File: src/hdl/ldbh_pkg.sv
// ============================================================================
// ldbh_pkg: shared types and constants of the loop detector
// Field widths, reset values, request and register codes and the FIFO
// command struct used by the detector modules and channel interfaces.
// ============================================================================
`default_nettype none

package ldbh_pkg;

   // Field and register widths.
   localparam int unsigned PERIOD_W    = 16;
   localparam int unsigned ACC_W       = 24;
   localparam int unsigned ACC_SHIFT   = 8;
   localparam int unsigned CSR_INDEX_W = 8;

   typedef logic [PERIOD_W-1:0]    period_type;
   typedef logic [ACC_W-1:0]       acc_type;
   typedef logic [CSR_INDEX_W-1:0] csr_addr_type;

   // Reset values of the baseline tracker and the margin registers.
   localparam period_type BASE_RESET  = 16'd17000;
   localparam acc_type    ACC_RESET   = 24'd4352000;
   localparam period_type ENTER_RESET = 16'd50;
   localparam period_type EXIT_RESET  = 16'd30;

   // Request codes carried in the req_type field.
   typedef enum logic {
      REQ_MEASURE = 1'b0,
      REQ_READ    = 1'b1
   } req_code_type;

   // Configuration register indexes.
   typedef enum logic [CSR_INDEX_W-1:0] {
      CSR_ENTER_MARGIN = 8'd0,
      CSR_EXIT_MARGIN  = 8'd1
   } csr_index_type;

   // Per-cycle command from the top level to the FIFO store.
   typedef struct packed {
      logic       push;
      logic       pop;
      period_type data;
   } fifo_cmd_type;

endpackage

`default_nettype wire

File: src/hdl/ldbh_track.sv
// ============================================================================
// ldbh_track: baseline average and vehicle flag
// Updates the running baseline while no vehicle is present and applies the
// enter and exit thresholds to each new measurement.
// ============================================================================
`default_nettype none

module ldbh_track (
   input  wire                       clock,
   input  wire                       reset,
   input  wire                       measure,
   input  wire ldbh_pkg::period_type period,
   input  wire ldbh_pkg::period_type enter_margin,
   input  wire ldbh_pkg::period_type exit_margin,
   output logic                      vehicle_present,
   output ldbh_pkg::period_type      baseline
);
   import ldbh_pkg::*;

   acc_type    acc_ff, acc_in;
   period_type base_ff, base_in;
   logic       flag_ff, flag_in;

   acc_type    acc_upd;
   period_type base_cur;
   logic [PERIOD_W:0] enter_sum;
   logic [PERIOD_W:0] exit_sum;
   logic [PERIOD_W:0] base_ext;

   // The accumulator leaks 1/256 of itself and adds the new period.
   assign acc_upd = acc_ff - {{ACC_SHIFT{1'b0}}, acc_ff[ACC_W-1:ACC_SHIFT]}
                    + {{(ACC_W-PERIOD_W){1'b0}}, period};

   // The thresholds are taken against the baseline after this update.
   // period < base - margin is tested as period + margin < base, which
   // never wraps and so keeps the signed meaning.
   assign base_cur  = flag_ff ? base_ff : acc_upd[ACC_W-1:ACC_SHIFT];
   assign base_ext  = {1'b0, base_cur};
   assign enter_sum = {1'b0, period} + {1'b0, enter_margin};
   assign exit_sum  = {1'b0, period} + {1'b0, exit_margin};

   always_comb begin
      acc_in  = acc_ff;
      base_in = base_ff;
      flag_in = flag_ff;
      if (measure) begin
         if (!flag_ff) begin
            acc_in  = acc_upd;
            base_in = base_cur;
         end
         if (enter_sum < base_ext) begin
            flag_in = 1'b1;
         end else if (exit_sum > base_ext) begin
            flag_in = 1'b0;
         end
      end
   end

   always_ff @(posedge clock) begin
      if (reset) begin
         acc_ff  <= ACC_RESET;
         base_ff <= BASE_RESET;
         flag_ff <= 1'b0;
      end else begin
         acc_ff  <= acc_in;
         base_ff <= base_in;
         flag_ff <= flag_in;
      end
   end

   assign vehicle_present = flag_ff;
   assign baseline        = base_ff;

endmodule

`default_nettype wire

File: config.mk
export PLATFORM = sky130hd
export DESIGN_NAME = ldbh_track
export DESIGN_NICKNAME = d
export VERILOG_FILES = /design/src/hdl/ldbh_pkg.sv /design/src/hdl/ldbh_track.sv
export SDC_FILE = /design/constraint.sdc
export NUM_CORES = 1
export LEC_CHECK = 0
export BUFFER_PORTS_ARGS = -buffer_cell sky130_fd_sc_hd__buf_4
export CORE_MARGIN = 4
export CORE_UTILIZATION = 45
export CTS_CLUSTER_DIAMETER = 80
export CTS_CLUSTER_SIZE = 30
export DETAILED_ROUTE_END_ITERATION = 8
export PLACE_DENSITY = 0.77
export SETUP_SLACK_MARGIN = 0.4
export SYNTH_ARGS = -nofsm -noshare
export SYNTH_HDL_FRONTEND = slang
export SYNTH_SLANG_ARGS = --single-unit
File: constraint.sdc
create_clock -name clock -period 8 [get_ports clock]
set_clock_uncertainty 0.05 [all_clocks]
set_input_delay 0.8 -clock clock [delete_from_list [all_inputs] [get_ports clock]]
set_output_delay 0.8 -clock clock [all_outputs]
set_load 0.05 [all_outputs]
# After elaboration in Yosys (flattened, before gate mapping)
# Cells that the tools add are included.
[totals]
ff_bits = 41
inputBits = 51
output_inout_bits = 17
elab_cells = 16
[classes]
n_addsub = 4
order_cmp = 2
mux = 3
n_bitwise = 1
reduce_logical = 3
[ops]
columns = ["operator", "n"]
rows = [
  ["$add 16x16->17", 2],
  ["$add 24x16->24", 1],
  ["$sub 24x16->24", 1],
  ["$gt 17x16->1", 1],
  ["$lt 17x16->1", 1],
  ["$mux 16", 1],
  ["$reduce_and 2->1", 2],
  ["$mux 1", 2],
  ["$reduce_bool 2->1", 1],
  ["$not 1->1", 1],
]

# Logic depth before layout (Yosys ltp)
[logic_depth]
word_depth = 6
mapped_depth = 22
mapped_depth_nobuf = 22

# Least setup slack after synthesis
# OpenSTA, ideal clock, no wires.
[synth_path]
kind = "input to register"
from = "input period[1]"
to = "register flag_ff (netlist: vehicle_present)"
setup_ns = 0.129
arrival_ns = 4.545
required_ns = 7.821
path_slack_ns = 3.276
path_stages = 21
path_buffers = 0
cell_sequence = "inv_1 -> fa_1 -> inv_1 -> fa_1 -> a21oi_1 -> o22ai_1 -> o211ai_1 -> a2111oi_0 -> o21a_1 -> or3_1 -> nand3_1 -> a21boi_1 -> ha_1 -> nand4_1 -> nor2_1 -> nand3_1 -> a311o_1 -> nand3_1 -> a2111oi_0 -> a21boi_0 -> o41ai_2"
[synth_between]
elab_chain_len = 5
[synth_rtl]
columns = ["element", "line_no", "source"]
rows = [
  ["start: declaration", "ldbh_track.sv:12", "input wire ldbh_pkg::period_type period,"],
  ["$add 24x16->24", "ldbh_track.sv:32", "+ {{(ACC_W-PERIOD_W){1'b0}}, period};"],
  ["$mux 16", "ldbh_track.sv:37", "assign base_cur = flag_ff ? base_ff : acc_upd[ACC_W-1:ACC_SHIFT];"],
  ["$lt 17x16->1 or $gt 17x16->1 (tied branches)", "ldbh_track.sv:51, ldbh_track.sv:53", ""],
  ["$reduce_bool 2->1 (no line)", "-", ""],
  ["$reduce_and 2->1 (no line)", "-", ""],
  ["end signal: assignment", "ldbh_track.sv:67", "flag_ff <= flag_in;"],
  ["end: declaration", "ldbh_track.sv:22", "logic flag_ff, flag_in;"],
]
# Several ways; a longest one is shown, not always the timed one.
# A chain may end at the register's enable or synchronous reset.

# Worst setup path after layout
# Same ends and word-level chain as after synthesis.

==> run_results.csv <==
group,metric,value,unit
clocking,numCtsBuffers,5,
clocking,cts.sinks,41,
clocking,clock_latency,0.29,ns
timing,period_needed,5.08,ns
worst_setup_path,r2r_start,"acc_ff[1]",
timing,rsz0062_at_grt,"false",
floorplan,io_pins,68,
routing,firstDrtPassIters,4,
timing,slew_violations,0,
timing,fin_setup_tns,0,ns
finish,utilization,53.1,%
global_route,overflow,0,
finish,final_nets,903,
placement,gp_congestion,0.899,
yosys,syn_area,5310,um^2
timing,fin_crit_sh,63.5,%
yosys,synth_top_flop_cell,"dfxtp_1",
routing,ant_nets,0,
worst_setup_path,start_kind,"input pin",
worst_setup_path,cp.depth,22,
global_route,grt_pass1_wl,22.4,mm
finish,layout_common_cells,"86 x inv_1, 86 x ha_1, 71 x a21oi_1",
clocking,postCtsSetupRepairBufs,0,
routing,drt_iter0_drc,287,
worst_setup_path,path_max_fanout,5,
floorplan,die_area,13600,um^2
global_route,track_usage,20.6,%
timing,setup_viol_count_final,0,
routing,vias,4999,
yosys,synth_top_cell_area_share,20.3,%
floorplan,chipHeight,117,um
timing,hold_viol,0,
clocking,path_clk_slew,0.06,ns
global_route,grt_max_degree,46,
worst_setup_path,cp_top_family,"compound AO/OA/AOI/OAI gates",
outcome,status,"finished clean",
worst_setup_path,reg2reg_depth,21,
worst_setup_path,crit_arrival,5.23,ns
clocking,postCtsResizedCells,0,
yosys,synth_seq_cells,41,
yosys,synth_top_area_cell,"ha_1",
global_route,antenna_found_initial,0,
worst_setup_path,crit_slowest_cell,"fa_1",
routing,drc,0,
worst_setup_path,cp-end-kind,"register",
worst_setup_path,crit_chain,"buf_4 > inv_1 > fa_1 > inv_1 > fa_1 > a21oi_1 > o22ai_1 > o211ai_1 > a2111oi_0 > o21a_1 > or3_1 > nand3_1 > a21boi_1 > ha_1 > nand4_1 > nor2_1 > nand3_1 > nor3_1 > a21oi_1 > a2111oi_0 > a21boi_0 > o41ai_2",
worst_setup_path,critPathKind,"input pin to register",
yosys,async_flop_share,0,%
floorplan,die_w,117,um
worst_setup_path,rrSetupSlack,3.28,ns
clocking,clk_path_buf_depth,2,
clocking,htree_levels,2,
floorplan,core,11500,um^2
yosys,synth_cells,688,
yosys,yosysUniqueCellTypes,59,
routing,viasPerCell,5.60,
timing,slew-limit-headroom,49.2,%
floorplan,initial_core_util,46.3,%
clocking,hold_buffers,0,
clocking,root_buffer,"clkbuf_16",
timing,worstMarginPinSlew,0.761,ns
placement,dp_hpwl,11.5,mm
worst_setup_path,slowest_delay,0.53,ns
flow_run,maxCapViolCount,0,
worst_setup_path,required,8.15,ns
worst_setup_path,setup.worst_path.end,"vehicle_present",
worst_setup_path,r2r_end,"vehicle_present",
placement,port_buffers,67,
timing,fmax,197,MHz
routing,wl,13.8,mm
finish,diodes,0,
yosys,synth_area_leaders,"ha_1 20%, dfxtp_1 15%, fa_1 6.8%, a21oi_1 6.7%, inv_1 6.1%",
routing,wl_per_cell,15.5,um
floorplan,rows,39,
finish,final_layout_size_suffix_gt1_share,12.1,%
worst_setup_path,worstSetupStartpoint,"period[1]",
yosys,syn_nets,843,
finish,layout-area-overhead-vs-synth,14.6,%
clocking,cts_tree,"yes",
hold_path,worst_hold_path_type,"register to register",
worst_setup_path,path_buf_inv,3,
global_route,grt_pass1_vias,4829,
yosys,ys_warn_count,0,
yosys,syn_area_per_cell,7.72,um^2
yosys,ys_seq_area_share,15.5,%
yosys,synth_edf_count,0,
-- synth_stat cells, types with 9 or more instances --
cell type	n
or3_1	9
inv_1	86
a21oi_1	71
o211ai_1	9
clkbuf_1	14
nor2_1	45
nor3_1	18
xnor2_1	30
ha_1	86
fa_1	18
dfxtp_1	41
nand3_1	21
xor2_1	11
a21o_1	11
o21a_1	17
nand2_1	62
o21ai_0	32
-- worst min path at each step --
stage	start	endpoint	cells after the start
after floorplan	acc_ff[3]	acc_ff[3]	2
after CTS	acc_ff[6]	acc_ff[6]	2
final	acc_ff[6]	acc_ff[6]	2
after detailed placement	acc_ff[6]	acc_ff[6]	2
after global placement	acc_ff[3]	acc_ff[3]	2
after global routing	acc_ff[1]	acc_ff[1]	2
-- logic make-up after synthesis --
| group | after synthesis | synth area share [%] |
|---|---|---|
| and+or+nand+nor | 187 | 16.5 |
| muxes | 6 | 1.13 |
| xor gates and xnor gates | 41 | 6.76 |
| AOI/OAI and AO/OA | 207 | 25.9 |
| DFF | 41 | 15.5 |
| adders and majority gates | 104 | 27.0 |
| buffers and inverters | 102 | 7.23 |
-- per-stage QoR --
stage                     instance area, um^2  hold slack [ns]  instances  worst slack (ns)
after floorplan                          5310            0.382        688              3.28
after global placement                   5950            0.390        884              2.75
after detailed placement                 5950            0.397        884              2.61
after CTS                                6090            0.403        892              2.91
after global routing                     6090            0.425        892              2.47
final                                    6090            0.400        892              2.92
-- layer usage --
layer	wire length (um)	vias to the layer above	track usage, %
li1	-	2553	-
met1	6040	2298	26.0
met2	6740	123	36.1
met3	652	25	2.28
met4	356	0	7.72
met5	0	-	0
-- layout make-up --
cell class	count	area, um^2
Inverter	86	323
Tap cell	143	179
Clock buffer	6	129
Sequential cell	41	821
Multi-Input combinational cell	545	4110
Clock inverter	2	10.0
Fill cell	1072	5380
Timing Repair Buffer	69	518
-- tightest hold or removal path: stages, from the launching register on --
cell and delay (ns):
dfxtp_1 0.31, nand2_1 0.05, a21oi_1 0.05
-- sequential cells by signal (all words and copies together) (netlist names) --
name	count
acc_ff	24
vehicle_present	1
baseline	16
Power is left out: the tool's default activity adds up to more than one toggle a clock period on the data nets, which glitch-free logic cannot reach.
