**src/hdl/ldbh_pkg.sv**
```systemverilog
// ============================================================================
// ldbh_pkg: shared types and constants of the loop detector
// Field widths, reset values, request and register codes and the FIFO
// command struct used by the detector modules and channel interfaces.
// ============================================================================
`default_nettype none

package ldbh_pkg;

   // Field and register widths.
   localparam int unsigned PERIOD_W    = 16;
   localparam int unsigned ACC_W       = 24;
   localparam int unsigned ACC_SHIFT   = 8;
   localparam int unsigned CSR_INDEX_W = 8;

   typedef logic [PERIOD_W-1:0]    period_type;
   typedef logic [ACC_W-1:0]       acc_type;
   typedef logic [CSR_INDEX_W-1:0] csr_addr_type;

   // Reset values of the baseline tracker and the margin registers.
   localparam period_type BASE_RESET  = 16'd17000;
   localparam acc_type    ACC_RESET   = 24'd4352000;
   localparam period_type ENTER_RESET = 16'd50;
   localparam period_type EXIT_RESET  = 16'd30;

   // Request codes carried in the req_type field.
   typedef enum logic {
      REQ_MEASURE = 1'b0,
      REQ_READ    = 1'b1
   } req_code_type;

   // Configuration register indexes.
   typedef enum logic [CSR_INDEX_W-1:0] {
      CSR_ENTER_MARGIN = 8'd0,
      CSR_EXIT_MARGIN  = 8'd1
   } csr_index_type;

   // Per-cycle command from the top level to the FIFO store.
   typedef struct packed {
      logic       push;
      logic       pop;
      period_type data;
   } fifo_cmd_type;

endpackage

`default_nettype wire

```
**src/hdl/ldbh_csr.sv**
```systemverilog
// ============================================================================
// ldbh_csr: margin registers
// Holds the enter and exit margins and takes a write in every cycle.
// ============================================================================
`default_nettype none

module ldbh_csr (
   input  wire                         clock,
   input  wire                         reset,
   input  wire                         wr_en,
   input  wire ldbh_pkg::csr_addr_type wr_index,
   input  wire ldbh_pkg::period_type   wr_data,
   output ldbh_pkg::period_type        enter_margin,
   output ldbh_pkg::period_type        exit_margin
);
   import ldbh_pkg::*;

   period_type enter_ff, enter_in;
   period_type exit_ff, exit_in;

   // Decode the register index; unknown indexes leave both registers alone.
   always_comb begin
      enter_in = enter_ff;
      exit_in  = exit_ff;
      if (wr_en) begin
         unique case (wr_index)
            CSR_ENTER_MARGIN: enter_in = wr_data;
            CSR_EXIT_MARGIN:  exit_in  = wr_data;
            default: begin
            end
         endcase
      end
   end

   always_ff @(posedge clock) begin
      if (reset) begin
         enter_ff <= ENTER_RESET;
         exit_ff  <= EXIT_RESET;
      end else begin
         enter_ff <= enter_in;
         exit_ff  <= exit_in;
      end
   end

   assign enter_margin = enter_ff;
   assign exit_margin  = exit_ff;

endmodule

`default_nettype wire

```
**config.mk**
```make
export PLATFORM = sky130hd
export DESIGN_NAME = ldbh_csr
export DESIGN_NICKNAME = d
export VERILOG_FILES = /design/src/hdl/ldbh_pkg.sv /design/src/hdl/ldbh_csr.sv
export SDC_FILE = /design/constraint.sdc
export NUM_CORES = 1
export LEC_CHECK = 0
export BUFFER_PORTS_ARGS = -buffer_cell sky130_fd_sc_hd__clkbuf_2
export CAP_MARGIN = 10
export CORE_ASPECT_RATIO = 1.75
export CORE_MARGIN = 2
export CORE_UTILIZATION = 35
export CTS_BUF_LIST = sky130_fd_sc_hd__clkbuf_8
export DETAILED_ROUTE_END_ITERATION = 10
export GPL_ROUTABILITY_DRIVEN = 1
export HOLD_SLACK_MARGIN = 0.05
export SLEW_MARGIN = 25
export SYNTH_ARGS = -nofsm -noshare
export SYNTH_HDL_FRONTEND = slang
export SYNTH_SLANG_ARGS = --single-unit
```
**constraint.sdc**
```tcl
create_clock -name clock -period 4.3 [get_ports clock]
set_input_delay 0.645 -clock clock [delete_from_list [all_inputs] [get_ports clock]]
set_output_delay 0.645 -clock clock [all_outputs]
set_load 0.01 [all_outputs]
```
**Yosys cells after proc, flatten, opt, wreduce, memory -nomap -nowiden**

Cells that the tools add are included.

- Register bits after elaboration: 32
- Bits of input ports: 27
- Output and inout bits: 32
- Word-level logic and storage cells: 6

- Equality and inequality tests: 1
- Reduce and logical (&&, ||, !) cells: 3

Operators by type and width:

| operator | number |
|---|---|
| == test 8 x 1 -> 1 bit (second input constant) | 1 |
| zero test 8 bit | 1 |
| AND reduction 2 bit | 2 |

**Logic depth before layout (Yosys ltp)**

- Depth after elaboration: 2
- Mapped depth: 5
- Depth with buffers taken out: 3

**Worst setup path after synthesis**

OpenSTA, ideal clock, no wires.

- Kind: input port to flip-flop
- Start: input port wr_index[6]
- End: register exit_ff[11], in the netlist exit_margin[11]
- Library setup time: 72 ps
- Arrival: 1821 ps
- Data required time: 4228 ps
- Setup slack: 2408 ps
- Stages: 4
- Path buffers: 1
- Cells stage by stage: or4b_4 > buf_6 > nor3_4 > mux2i_1

- Longest elaborated chain between the ends: 2

Ends and longest elaborated chain:

| item | line | source |
|---|---|---|
| start: declaration | ldbh_csr.sv:11 | `input wire ldbh_pkg::csr_addr_type wr_index,` |
| == test 8 x 1 -> 1 bit | ldbh_csr.sv:26 | `unique case (wr_index)` |
| AND reduction 2 bit (no source line) | n/a |  |
| end signal: assignment | ldbh_csr.sv:41 | `exit_ff <= exit_in;` |
| end: declaration | ldbh_csr.sv:19 | `period_type exit_ff, exit_in;` |

No other way between the ends.
A chain may end at the register's enable or synchronous reset.

**Worst setup path after layout**

- Start: input port wr_index[1]
- End: register enter_ff[1], in the netlist enter_margin[1]

- Longest elaborated chain between the ends: 2

Ends and longest elaborated chain:

| item | line | source |
|---|---|---|
| zero test 8 bit | ldbh_csr.sv:26 |  |
| AND reduction 2 bit (no source line) | n/a |  |
| end signal: assignment | ldbh_csr.sv:40 | `enter_ff <= enter_in;` |
| end: declaration | ldbh_csr.sv:18 | `period_type enter_ff, enter_in;` |

No other way between the ends.

==> reports/qor.txt <==
YOSYS
--------------------------------------------------------------------------------
Netlist area before placement ..................................... 0.00137 sq mm
Synthesized area divided by synthesized cell count ................   10.3 sq um
Seq/Total Area, Yosys .............................................        46.7%
Number of unique standard cell types used by synthesis ............           18
Yosys warns .......................................................            0
Largest area contributor in the netlist ........................... sky130_fd_sc_hd__dfxtp_1
Gate count of the mapped netlist ..................................          133
Share of the synthesized area in the top cell type ................        46.7%
Net count of the mapped netlist ...................................          160
Register bit total from synthesis .................................           32
Top cells by area, synth .......................................... sky130_fd_sc_hd__dfxtp_1 47%, sky130_fd_sc_hd__mux2i_1 21%, sky130_fd_sc_hd__nand2b_1 15%

DIE
--------------------------------------------------------------------------------
Die ar. ........................................................... 0.00446 sq mm
Row cnt ...........................................................           30
Height of the chip ................................................      86.8 um
Core Region ....................................................... 0.00383 sq mm
Effective utilization at floorplan ................................        35.8%
Total I/O pin count ...............................................           59
Overall die width .................................................      51.3 um

TIMING
--------------------------------------------------------------------------------
Number of failing hold endpoints at the final stage ...............            0
Summed negative setup slack over all endpoints ....................         0 ns
Max Clock Freq ....................................................      453 MHz
Final worst-path setup slack ......................................      2.09 ns
Rel. slew slack ...................................................        36.9%
Transition time at the pin with the least slew margin .............     0.942 ns
Max Transition Viols Final ........................................            0
Shortest period the worst path allows .............................      2.21 ns
Share of the cycle needed by the critical path after routing ......        51.4%
Clock skew ........................................................         0 ns
Final hold slack ..................................................     0.475 ns
Final setup violation count .......................................            0
RSZ-0062 raised after global routing ..............................           no

GRT
--------------------------------------------------------------------------------
Global-route wire length before repair ............................      4820 um
Most congested layer reported by global routing ...................         met2
Via count of the first global-routing pass ........................        1,119
Aggregate global-route resource usage .............................        14.4%
Met3 usage ........................................................        4.14%
GR met2 Demand/Resource ...........................................        25.3%
Leftover overflow at the end of global routing ....................            0
Maximum number of pins on one net before global-route repair ......           49
Number of antenna violations at the first check in global routing .            0
Met1 GRT Util .....................................................        15.2%

CRITICAL PATH
--------------------------------------------------------------------------------
Start-to-end type of the worst setup path ......................... input pin to register
Slowest cell on the critical path ................................. sky130_fd_sc_hd__nor3_2
CP arrival ........................................................      2.42 ns
CP endpoint ....................................................... enter_margin[1]
Critical path's largest stage delay ...............................      0.76 ns
Data required time of the worst path ..............................      4.51 ns
Critical Path End Type ............................................     register
Worst-case reg-to-reg path depth ..................................            2
CP startpoint kind ................................................    input pin
Beginning of the critical path ....................................  wr_index[1]
Ordered list of cells on the worst path ........................... clkbuf_2, or4_1, nor3_2, mux2i_1
Reg2reg end ....................................................... enter_margin[1]
Critical register-to-register path startpoint ..................... enter_margin[1]
Worst-path fanout max .............................................           10
Flop2flop setup slack .............................................      3.64 ns

CELLS AND AREA
--------------------------------------------------------------------------------
Most common library cell in the layout ignoring fill and taps ..... sky130_fd_sc_hd__clkbuf_2
Layout Area Growth over Synthesis .................................        31.4%
Fraction of layout cells with a size suffix above 1 ...............        37.4%
Final Net Count ...................................................          216
Number of antenna diodes ..........................................            0
Most frequent cells in the layout ................................. 58 x sky130_fd_sc_hd__clkbuf_2, 33 x sky130_fd_sc_hd__nand2b_1, 32 x sky130_fd_sc_hd__dfxtp_1

PLACED DESIGN
--------------------------------------------------------------------------------
Final weighted congestion of routability-driven global placement ..        0.721
Detailed placer's ending HPWL .....................................      2300 um
Port bufs .........................................................           58
Pre-CTS setup slack ...............................................      1.73 ns

DETAILED ROUTING
--------------------------------------------------------------------------------
Number of nets with antenna violations after routing ..............            0
Total number of vias ..............................................        1,155
Average vias per placed instance ..................................         4.85
Total iterations of the first detailed-routing run ................            4
Number of remaining DRC errors ....................................            0
Final wirelength ..................................................      3040 um
Iter 0 DRT Violations .............................................           26
Wirelength per Cell ...............................................      12.8 um

POWER
--------------------------------------------------------------------------------
Pwr dens ..........................................................  358 mW/mm^2
Maximum vdd drop ..................................................   0.000245 V
Leak Pwr ..........................................................     0.827 nW

CLOCK NETWORK
--------------------------------------------------------------------------------
Worst-path clk slew ...............................................      0.07 ns
Post CTS Setup Buffer Count .......................................            0
Clock tree from TritonCTS .........................................          yes
Number of clock buffers inserted by TritonCTS .....................            5
CTS root buffer ................................................... sky130_fd_sc_hd__clkbuf_8
Post-cts resize count .............................................            0
Number of H-tree levels ...........................................            2
Clock latency on the worst-skew pair ..............................      0.28 ns
Number of clock sinks .............................................           32
Hold-fix buffers at CTS ...........................................            0
Number of buffers on the longest clock path .......................            2

JOB
--------------------------------------------------------------------------------
Max_cap viols .....................................................            0

STATUS
--------------------------------------------------------------------------------
Outcome ........................................................... complete, no violations

HOLD PATH
--------------------------------------------------------------------------------
Class of the tightest hold or removal check ....................... register to register

## worst min path at each step
| stage | start | depth (start not counted) | to |
|---|---|---|---|
| after floorplan | enter_margin[0] | 2 | enter_margin[0] |
| after global placement | exit_margin[8] | 2 | exit_margin[8] |
| after detailed placement | enter_margin[0] | 2 | enter_margin[0] |
| after CTS | enter_margin[6] | 2 | enter_margin[6] |
| after global routing | enter_margin[6] | 2 | enter_margin[6] |
| final | enter_margin[6] | 2 | enter_margin[6] |
## report_power, final
| group | internal (mW) | leakage [nW] | total, mW | switching [mW] |
|---|---|---|---|---|
| logic | 0.0172 | 0.504 | 0.0347 | 0.0176 |
| registers | 0.297 | 0.258 | 0.297 | 0.000200 |
| clock network | 0.204 | 0.0645 | 0.315 | 0.111 |
## final cells by class
| class | count | area (sq um) |
|---|---|---|
| flip-flops and latches | 32 | 641 |
| repair buffers | 58 | 290 |
| inverters | 1 | 3.75 |
| fillers | 396 | 2020 |
| clock buffers | 7 | 96.3 |
| well taps | 48 | 60.1 |
| multi-input cells | 91 | 683 |
| clock inverters | 1 | 30.0 |
## flip-flops by register name, summed over array words and instances, names as in the netlist
register / flops
enter_margin: 16
exit_margin: 16
## stage by stage
step | instance area (sq um) | util, % | instances | power, mW
floorplan | 1370 | - | 133 | 0.322
global placement | 1680 | 43.8 | 230 | 0.337
detailed placement | 1680 | 43.8 | 230 | 0.339
CTS | 1800 | 47.1 | 238 | 0.656
global route | 1800 | 47.1 | 238 | 0.668
finish | 1800 | 47.1 | 238 | 0.647
## Yosys cell counts, drive strengths merged
library cell,instances
clkbuf,7
nor3,2
or4,1
or4b,1
nor2,12
o31ai,3
inv,1
dfxtp,32
nor4,1
nand3,2
a21oi,3
nand4,3
nor4b,1
mux2i,29
nand2b,33
buf,2
## kinds of logic (layout without fill, tap and decap cells)
kind of cell	count (synthesis)	in the layout	synth area share (%)
multiplexers	29	29	21.1
AO/OA/AOI/OAI	6	6	2.73
buffers and inverters	10	67	3.56
AND/OR/NAND/NOR	56	56	25.9
flip-flops	32	32	46.7
## routing by layer
layer / part of all wire (%) / up-vias / wire length [um]
met4: 2.6 / 0 / 80
met5: 0 / - / 0
li1: - / 566 / -
met1: 39 / 533 / 1180
met3: 6.7 / 7 / 204
met2: 52 / 49 / 1580
## worst max-delay path, delay by kind of cell
family / cells / cell delay, ns
simple gates: 2 / 1.41
mux: 1 / 0.27
buf+inv: 1 / 0.09
Note: power is estimated with default switching activity, not from simulation.
